[src/tcg_pkg.sv]
package tcg_pkg;

    // register indexes of the configuration port
    localparam int CfgIndexWidth = 3;
    localparam int CfgDataWidth  = 16;

    localparam logic [CfgIndexWidth-1:0] CFG_UPDATE_INTERVAL    = 3'd0;
    localparam logic [CfgIndexWidth-1:0] CFG_THRESHOLD_LOW      = 3'd1;
    localparam logic [CfgIndexWidth-1:0] CFG_THRESHOLD_MEDIUM   = 3'd2;
    localparam logic [CfgIndexWidth-1:0] CFG_THRESHOLD_HIGH     = 3'd3;
    localparam logic [CfgIndexWidth-1:0] CFG_THRESHOLD_CRITICAL = 3'd4;
    localparam logic [CfgIndexWidth-1:0] CFG_HYSTERESIS         = 3'd5;

    // configuration reset values
    localparam logic [15:0]        INTERVAL_RESET  = 16'd1000;
    localparam logic signed [11:0] THR_LOW_RESET   = 12'sd640;
    localparam logic signed [11:0] THR_MED_RESET   = 12'sd960;
    localparam logic signed [11:0] THR_HIGH_RESET  = 12'sd1200;
    localparam logic signed [11:0] THR_CRIT_RESET  = 12'sd1360;
    localparam logic [7:0]         HYST_RESET      = 8'd32;

    // operating points in MHz
    localparam logic [8:0] FREQ_MAX          = 9'd133;
    localparam logic [8:0] FREQ_BALANCED     = 9'd100;
    localparam logic [8:0] FREQ_CONSERVATIVE = 9'd75;
    localparam logic [8:0] FREQ_EMERGENCY    = 9'd48;

    // vco = 6 * f must lie in 400..1600, i.e. f in 67..266
    localparam logic [8:0] VCO_FREQ_MIN = 9'd67;
    localparam logic [8:0] VCO_FREQ_MAX = 9'd266;

    // regulator thresholds
    localparam logic [8:0] VOLT_HIGH_MHZ = 9'd120;
    localparam logic [8:0] VOLT_MED_MHZ  = 9'd80;

    typedef enum logic [1:0] {
        VOLT_1V10 = 2'd0,
        VOLT_1V15 = 2'd1,
        VOLT_1V20 = 2'd2
    } volt_t;

    typedef enum logic [1:0] {
        DIR_NONE = 2'd0,
        DIR_UP   = 2'd1,
        DIR_DOWN = 2'd2
    } dir_t;

    typedef struct packed {
        logic [15:0]        update_interval;
        logic signed [11:0] threshold_low;
        logic signed [11:0] threshold_medium;
        logic signed [11:0] threshold_high;
        logic signed [11:0] threshold_critical;
        logic [7:0]         hysteresis;
    } cfg_t;

    typedef struct packed {
        logic        mode;
        logic [31:0] time_ms;
        logic [11:0] temperature;
        logic [8:0]  force_mhz;
    } item_t;

    typedef struct packed {
        logic        update_taken;
        logic [8:0]  frequency_mhz;
        logic [8:0]  target_mhz;
        logic        change_attempted;
        logic [1:0]  voltage_code;
        logic        change_error;
        logic        protection_active;
        logic [31:0] adjustment_count;
        logic [31:0] emergency_count;
    } result_t;

    function automatic volt_t volt_code(input logic [8:0] mhz);
        if (mhz >= VOLT_HIGH_MHZ) begin
            return VOLT_1V20;
        end
        if (mhz >= VOLT_MED_MHZ) begin
            return VOLT_1V15;
        end
        return VOLT_1V10;
    endfunction

    function automatic logic vco_ok(input logic [8:0] mhz);
        return (mhz >= VCO_FREQ_MIN) && (mhz <= VCO_FREQ_MAX);
    endfunction

endpackage

[src/thermal_clock_governor.sv]
// Thermal clock governor: picks a system clock frequency from die temperature.
//
// Requests come in on req_valid/req_ready with mode, time_ms, temperature and
// force_mhz. Each request produces exactly one result on rsp_valid/rsp_ready
// carrying the applied and target frequency, attempt/error flags, voltage
// code, protection flag and the two change counters.
// A request is captured in an input register, evaluated against the governor
// state by combinational compare and counter logic, and written to a result
// register; rsp_valid rises when the result register is loaded.
// Throughput is one request per cycle while the receiver takes every result;
// the state update of one request is visible to the next one.
// When the receiver stalls, the result register holds and the input register
// still takes one more request; after that req_ready drops until the result
// is taken.
// Configuration registers are written through cfg_we/cfg_index/cfg_data with
// no wait state; write them only while no request is in flight.
// rst_n is asynchronous and active low: it empties both registers, restores
// the configuration defaults and sets the governor to 133 MHz, no direction,
// protection off and counters at zero.
module thermal_clock_governor (
    input  logic                              clk,
    input  logic                              rst_n,

    input  logic                              cfg_we,
    input  logic [tcg_pkg::CfgIndexWidth-1:0] cfg_index,
    input  logic [tcg_pkg::CfgDataWidth-1:0]  cfg_data,

    input  logic                              req_valid,
    output logic                              req_ready,
    input  logic                              mode,
    input  logic [31:0]                       time_ms,
    input  logic signed [11:0]                temperature,
    input  logic [8:0]                        force_mhz,

    output logic                              rsp_valid,
    input  logic                              rsp_ready,
    output logic                              update_taken,
    output logic [8:0]                        frequency_mhz,
    output logic [8:0]                        target_mhz,
    output logic                              change_attempted,
    output logic [1:0]                        voltage_code,
    output logic                              change_error,
    output logic                              protection_active,
    output logic [31:0]                       adjustment_count,
    output logic [31:0]                       emergency_count
);
    import tcg_pkg::*;

    cfg_t    cfg;
    item_t   item_reg;
    logic    item_valid_reg;
    result_t core_result;
    result_t result_reg;
    logic    result_valid_reg;
    logic    advance;

    // handshake control
    assign advance   = item_valid_reg && (!result_valid_reg || rsp_ready);
    assign req_ready = !item_valid_reg || advance;

    tcg_cfg_regs u_cfg_regs (
        .clk       (clk),
        .rst_n     (rst_n),
        .cfg_we    (cfg_we),
        .cfg_index (cfg_index),
        .cfg_data  (cfg_data),
        .cfg       (cfg)
    );

    tcg_core u_core (
        .clk    (clk),
        .rst_n  (rst_n),
        .cfg    (cfg),
        .step   (advance),
        .item   (item_reg),
        .result (core_result)
    );

    // valid flags
    always_ff @(posedge clk or negedge rst_n)
    begin
        if (!rst_n)
        begin
            item_valid_reg   <= 1'b0;
            result_valid_reg <= 1'b0;
        end
        else
        begin
            if (req_ready)
            begin
                item_valid_reg <= req_valid;
            end
            if (advance)
            begin
                result_valid_reg <= 1'b1;
            end
            else if (rsp_ready)
            begin
                result_valid_reg <= 1'b0;
            end
        end
    end

    // request and result payload
    always_ff @(posedge clk)
    begin
        if (req_valid && req_ready)
        begin
            item_reg.mode        <= mode;
            item_reg.time_ms     <= time_ms;
            item_reg.temperature <= temperature;
            item_reg.force_mhz   <= force_mhz;
        end
        if (advance)
        begin
            result_reg <= core_result;
        end
    end

    assign rsp_valid         = result_valid_reg;
    assign update_taken      = result_reg.update_taken;
    assign frequency_mhz     = result_reg.frequency_mhz;
    assign target_mhz        = result_reg.target_mhz;
    assign change_attempted  = result_reg.change_attempted;
    assign voltage_code      = result_reg.voltage_code;
    assign change_error      = result_reg.change_error;
    assign protection_active = result_reg.protection_active;
    assign adjustment_count  = result_reg.adjustment_count;
    assign emergency_count   = result_reg.emergency_count;

endmodule

[src/tcg_cfg_regs.sv]
module tcg_cfg_regs (
    input  logic                             clk,
    input  logic                             rst_n,
    input  logic                             cfg_we,
    input  logic [tcg_pkg::CfgIndexWidth-1:0] cfg_index,
    input  logic [tcg_pkg::CfgDataWidth-1:0]  cfg_data,
    output tcg_pkg::cfg_t                    cfg
);
    import tcg_pkg::*;

    cfg_t cfg_reg;
    cfg_t cfg_next;

    // register file write decode, unknown indexes ignored
    always_comb
    begin
        cfg_next = cfg_reg;
        if (cfg_we)
        begin
            case (cfg_index)
                CFG_UPDATE_INTERVAL:    cfg_next.update_interval    = cfg_data;
                CFG_THRESHOLD_LOW:      cfg_next.threshold_low      = cfg_data[11:0];
                CFG_THRESHOLD_MEDIUM:   cfg_next.threshold_medium   = cfg_data[11:0];
                CFG_THRESHOLD_HIGH:     cfg_next.threshold_high     = cfg_data[11:0];
                CFG_THRESHOLD_CRITICAL: cfg_next.threshold_critical = cfg_data[11:0];
                CFG_HYSTERESIS:         cfg_next.hysteresis         = cfg_data[7:0];
                default:                cfg_next = cfg_reg;
            endcase
        end
    end

    always_ff @(posedge clk or negedge rst_n)
    begin
        if (!rst_n)
        begin
            cfg_reg.update_interval    <= INTERVAL_RESET;
            cfg_reg.threshold_low      <= THR_LOW_RESET;
            cfg_reg.threshold_medium   <= THR_MED_RESET;
            cfg_reg.threshold_high     <= THR_HIGH_RESET;
            cfg_reg.threshold_critical <= THR_CRIT_RESET;
            cfg_reg.hysteresis         <= HYST_RESET;
        end
        else
        begin
            cfg_reg <= cfg_next;
        end
    end

    assign cfg = cfg_reg;

endmodule

[src/tcg_core.sv]
module tcg_core (
    input  logic              clk,
    input  logic              rst_n,
    input  tcg_pkg::cfg_t     cfg,
    input  logic              step,
    input  tcg_pkg::item_t    item,
    output tcg_pkg::result_t  result
);
    import tcg_pkg::*;

    // governor state
    logic [8:0]  cur_freq_reg,  cur_freq_next;
    logic [8:0]  tgt_freq_reg,  tgt_freq_next;
    logic [31:0] last_time_reg, last_time_next;
    dir_t        dir_reg,       dir_next;
    logic        protect_reg,   protect_next;
    logic [31:0] total_reg,     total_next;
    logic [31:0] emerg_reg,     emerg_next;

    logic [31:0]        elapsed;
    logic               interval_done;
    logic signed [13:0] temp_ext;
    logic signed [13:0] hyst_ext;
    logic signed [13:0] adj_temp;
    logic [8:0]         band_freq;
    logic               band_crit;
    logic [8:0]         attempt_freq;

    // elapsed time since last acted-on update, wrapping
    assign elapsed       = item.time_ms - last_time_reg;
    assign interval_done = elapsed >= {16'd0, cfg.update_interval};

    // hysteresis shift against the last adjustment direction
    assign temp_ext = 14'($signed(item.temperature));
    assign hyst_ext = $signed({6'd0, cfg.hysteresis});

    always_comb
    begin
        case (dir_reg)
            DIR_UP:   adj_temp = temp_ext - hyst_ext;
            DIR_DOWN: adj_temp = temp_ext + hyst_ext;
            default:  adj_temp = temp_ext;
        endcase
    end

    // band selection, low and medium bands both give balanced frequency
    always_comb
    begin
        band_crit = 1'b0;
        if (adj_temp >= 14'(cfg.threshold_critical))
        begin
            band_freq = FREQ_EMERGENCY;
            band_crit = 1'b1;
        end
        else if (adj_temp >= 14'(cfg.threshold_high))
        begin
            band_freq = FREQ_CONSERVATIVE;
        end
        else if (adj_temp >= 14'(cfg.threshold_medium))
        begin
            band_freq = FREQ_BALANCED;
        end
        else if (adj_temp >= 14'(cfg.threshold_low))
        begin
            band_freq = FREQ_BALANCED;
        end
        else
        begin
            band_freq = FREQ_MAX;
        end
    end

    assign attempt_freq = item.mode ? item.force_mhz : band_freq;

    // next state and result for one request
    always_comb
    begin
        cur_freq_next  = cur_freq_reg;
        tgt_freq_next  = tgt_freq_reg;
        last_time_next = last_time_reg;
        dir_next       = dir_reg;
        protect_next   = protect_reg;
        total_next     = total_reg;
        emerg_next     = emerg_reg;

        result.update_taken     = 1'b0;
        result.change_attempted = 1'b0;
        result.voltage_code     = VOLT_1V10;
        result.change_error     = 1'b0;

        if (item.mode)
        begin
            // forced frequency
            result.update_taken = 1'b1;
            if (item.force_mhz == cur_freq_reg)
            begin
                tgt_freq_next = item.force_mhz;
            end
            else
            begin
                result.change_attempted = 1'b1;
                result.voltage_code     = volt_code(attempt_freq);
                if (vco_ok(attempt_freq))
                begin
                    cur_freq_next = attempt_freq;
                    tgt_freq_next = attempt_freq;
                end
                else
                begin
                    result.change_error = 1'b1;
                end
            end
        end
        else if (interval_done)
        begin
            // periodic update
            result.update_taken = 1'b1;
            protect_next        = band_crit;
            tgt_freq_next       = band_freq;
            last_time_next      = item.time_ms;
            if (band_freq != cur_freq_reg)
            begin
                dir_next = (band_freq > cur_freq_reg) ? DIR_UP : DIR_DOWN;
                result.change_attempted = 1'b1;
                result.voltage_code     = volt_code(attempt_freq);
                if (vco_ok(attempt_freq))
                begin
                    cur_freq_next = attempt_freq;
                    total_next    = total_reg + 32'd1;
                    if (attempt_freq == FREQ_EMERGENCY)
                    begin
                        emerg_next = emerg_reg + 32'd1;
                    end
                end
                else
                begin
                    // failed change keeps the timestamp so the next sample retries
                    result.change_error = 1'b1;
                    last_time_next      = last_time_reg;
                end
            end
        end

        result.frequency_mhz     = cur_freq_next;
        result.target_mhz        = tgt_freq_next;
        result.protection_active = protect_next;
        result.adjustment_count  = total_next;
        result.emergency_count   = emerg_next;
    end

    // state registers advance once per request passed to the result stage
    always_ff @(posedge clk or negedge rst_n)
    begin
        if (!rst_n)
        begin
            cur_freq_reg  <= FREQ_MAX;
            tgt_freq_reg  <= FREQ_MAX;
            last_time_reg <= 32'd0;
            dir_reg       <= DIR_NONE;
            protect_reg   <= 1'b0;
            total_reg     <= 32'd0;
            emerg_reg     <= 32'd0;
        end
        else if (step)
        begin
            cur_freq_reg  <= cur_freq_next;
            tgt_freq_reg  <= tgt_freq_next;
            last_time_reg <= last_time_next;
            dir_reg       <= dir_next;
            protect_reg   <= protect_next;
            total_reg     <= total_next;
            emerg_reg     <= emerg_next;
        end
    end

endmodule

[config.mk]
export PLATFORM = sky130hd
export DESIGN_NAME = thermal_clock_governor
export DESIGN_NICKNAME = d
export VERILOG_FILES = /design/src/tcg_pkg.sv /design/src/thermal_clock_governor.sv /design/src/tcg_cfg_regs.sv /design/src/tcg_core.sv
export SDC_FILE = /design/constraint.sdc
export NUM_CORES = 1
export LEC_CHECK = 0
export BUFFER_PORTS_ARGS = -buffer_cell sky130_fd_sc_hd__buf_2
export CAP_MARGIN = 20
export CORE_AREA = 2 2 176 178
export DETAILED_ROUTE_END_ITERATION = 6
export DIE_AREA = 0 0 178 180
export PLACE_DENSITY = 0.9
export REMOVE_ABC_BUFFERS = 1
export SYNTH_ARGS = -nofsm -noshare
export SYNTH_HDL_FRONTEND = slang
export SYNTH_SLANG_ARGS = --single-unit
[constraint.sdc]
create_clock -name clk -period 7.66 [get_ports clk]
set_clock_uncertainty 0.1 [all_clocks]
set_input_delay 0.766 -clock clk [delete_from_list [all_inputs] [get_ports clk]]
set_output_delay 0.766 -clock clk [all_outputs]
set_load 0.01 [all_outputs]
==> key figures <==
Detailed routing
  – Detail Route Antenna Nets: 0
  – Post-Route WL: approximately 38 mm
  – First drt pass iteration count: 5
  – Residual DRC count: 0
  – WL per Instance: 17.6 um
  – DR iter-0 viols: 1013
  – Detailed-route via count: roughly 13000
  – Via-to-Cell Ratio: ~5.8

Pwr
  – Int Pwr: 5.18 mW
  – Tot Pwr: 8.65 mW
  – Clock power share: 0.192
  – Sw Pwr: 3.47 mW
  – Leak Pwr: 9.06 nW
  – PD cells: approximately 430 nW/um2
  – Combinational power share: 0.520
  – Worst VDD drop: 0.263 mV
  – Sw Ratio: 0.401
  – Sequential power share: 0.288

Setup path
  – Worst EP required: about 7.8 ns
  – Most used cell, CP: a21oi_1
  – Critical Path Slowest Stage Cell: fa_1
  – CP Max Fanout: 12
  – Crit Path Class: flip-flop to flip-flop
  – Reg2reg start: u_cfg_regs.cfg[0]
  – Startpoint types: flip-flop
  – Critical Path Sink Type: flip-flop
  – CP Launch Point: u_cfg_regs.cfg[0]
  – Slowest stage delay, CP: 0.43 ns
  – Worst EP arrival: 7.43 ns

STA
  – Post-layout min period: 7.28 ns
  – Worst rel slew slack: 0.370
  – Final setup viols: 0
  – Fin. Hold Viols: 0
  – Setup slack after layout: 0.384 ns
  – Period utilisation layout: 0.950
  – Worst slew pin tran: 0.945 ns
  – Min Hold Slack: 0.272 ns
  – Max Freq: about 140 MHz
  – Final count of pins violating max slew: 0

Die
  – # IOs: 168
  – Full die area: 32000 um2
  – Initial Utilization: 0.590
  – Core Area: 30200 um2
  – Chip width: 178 um
  – DIE HEIGHT: 180 um
  – Num rows: 64

Global route
  – M1 GR Usage: 0.320
  – Met3 GRT Util: 0.0315
  – Overall global routing resource usage: 0.241
  – First-pass GRT wire length: ~63 mm
  – Number of global-route vias before repair: about 13000
  – Grt ovf: 0
  – Largest net degree at the start of global routing: 114
  – Most used routing layer: met2
  – Initial antenna violation count: 0
  – GR met2 Demand/Resource: 0.403

CTS
  – Clock Pin Slew Worst Setup and Hold Paths: 0.06 ns
  – Root Buffer: clkbuf_16
  – CTS Buf Count: 35
  – Clock sinks: around 330
  – Clock buffer depth: 3
  – Later-pin clock latency in the skew report: 0.52 ns
  – CTS tree: done
  – Max H-tree Level: 2

Placed design
  – DPL Wire Length: 27.1 mm
  – Post-placement cell area: 18800 um2
  – Placer congestion estimate: around 0.93
  – Place WS: 0.109 ns
  – DP Cell Count: ~2100
  – IO buf count: 167

Synth
  – #FFs+latches synth: 333
  – Synth area leaders: edfxtp_1, dfrtp_1, ha_1
  – Post-synth EDFFs: 142
  – Sequential fraction of the synthesis area: 0.510
  – Yosys warns: 0
  – Avg Inst Size Synth: ~11 um2
  – Top FF cell, synth: dfrtp_1
  – Gate Count Post-Synth: 1637
  – Synth async-reset ratio: 0.574
  – Cell variety after synth: 84
  – Mapped cell area: approximately 18000 um2
  – Most frequent cells after synthesis: dfrtp_1, nand2_1, edfxtp_1
  – Share of the synthesized area in the top cell type: 0.239
  – Top cell type by total area after synthesis: edfxtp_1
  – Most common cell in the netlist: dfrtp_1

Status
  – Status: complete, no violations

Final layout
  – Share of layout cells above drive strength 1: 0.219
  – Post-route cell area: 20000 um2
  – Largest register FFs: 72
  – Synth-to-layout area growth: 12.5%
  – Antenna diodes: 0
  – Layout fillers: 2209
  – Final nets: 1950
  – Filler-free cell count of the finished design: 2169

Worst hold path
  – Min-Delay Path Class: primary input to async pin

Job
  – Max_cap viols: 0
placed cells by master, fill, tap and decap left out, types with 38 or more instances in the layout:
| master | Yosys | layout |
|---|---|---|
| nor2_1 | 76 | 76 |
| edfxtp_1 | 142 | 142 |
| xor2_1 | 67 | 66 |
| nor3_1 | 40 | 38 |
| ha_1 | 124 | 124 |
| o21ai_0 | 92 | 90 |
| buf_2 | 11 | 166 |
| xnor2_1 | 42 | 42 |
| inv_1 | 124 | 122 |
| nand2_1 | 156 | 156 |
| dfrtp_1 | 164 | 164 |
| mux2_2 | 42 | 42 |
| a21oi_1 | 76 | 76 |
kinds of logic (layout without fill, tap and decap cells):
group,count (synthesis),after routing,synth area share
xor+xnor,109,109,0.0536
simple gates,428,428,0.118
flops,333,333,0.510
mux,88,88,0.0615
compound gates,310,310,0.112
buf+inv,243,379,0.0551
fa+ha+maj,126,126,0.0893
path summary, 6_finish.rpt:
kind                       slack (ns)                        to  cells after the start
max reg2reg                      0.38          frequency_mhz[6]                     33
min                              0.27  u_core.last_time_reg[31]                      1
max in group asynchronous        6.01        u_cfg_regs.cfg[16]                      3
min reg2reg                      0.27      u_core.emerg_reg[23]                      0
min in group clk                 0.27      u_core.emerg_reg[23]                      0
max                              0.38          frequency_mhz[6]                     33
worst max-delay path: cells and delay by family (launching register included):
family	cells	cell delay, ns
buffers and inverters	2	0.21
XOR/XNOR	2	0.47
AO/OA/AOI/OAI	9	1.55
AND/OR/NAND/NOR	14	2.31
multiplexers	2	0.59
adder cells (fa/ha/maj)	4	1.35
flip-flops	1	0.41
cell type report:
class                      instances  area, um2  share of cell area
tap                              396        495              0.0247
clock inverter                    20        186             0.00930
inverter                         125        472              0.0235
clock buffer                      44        951              0.0474
timing repair buffer             190       1050              0.0524
multi-input combinational       1061       7810               0.390
sequential                       333       9080               0.453
metal layers:
layer  share of wire  vias up
li1                -     5946
met1            0.42     5984
met2            0.49      464
met3           0.057      111
met4           0.034        0
met5               0        -
timing repair:
| item | in CTS | in global routing |
|---|---|---|
| setup buffers | 0 | 7 |
| hold buffers | 0 | 0 |
| endpoints found under the setup margin | 0 | 91 |
| hold endpoints to repair | 0 | 0 |
| resized for setup | 0 | 9 |
power by group through the flow:
stage / Combinational, mW / Sequential (mW) / Clock [mW]
2_1_floorplan: 3.18 / 2.49 / 0
3_3_place_gp: 4.11 / 2.49 / 0
3_5_place_dp: 4.28 / 2.51 / 0
4_1_cts: 4.32 / 2.48 / 1.70
5_1_grt: 5.00 / 2.52 / 1.77
6_report: 4.50 / 2.49 / 1.66
per-stage QoR:
| stage | util | TNS, ns |
|---|---|---|
| floorplan | - | -4.05 |
| global placement | 0.623 | 0 |
| detailed placement | 0.623 | 0 |
| CTS | 0.660 | 0 |
| global route | 0.664 | -0.255 |
| finish | 0.664 | 0 |
(Power assumes the default switching activity.)
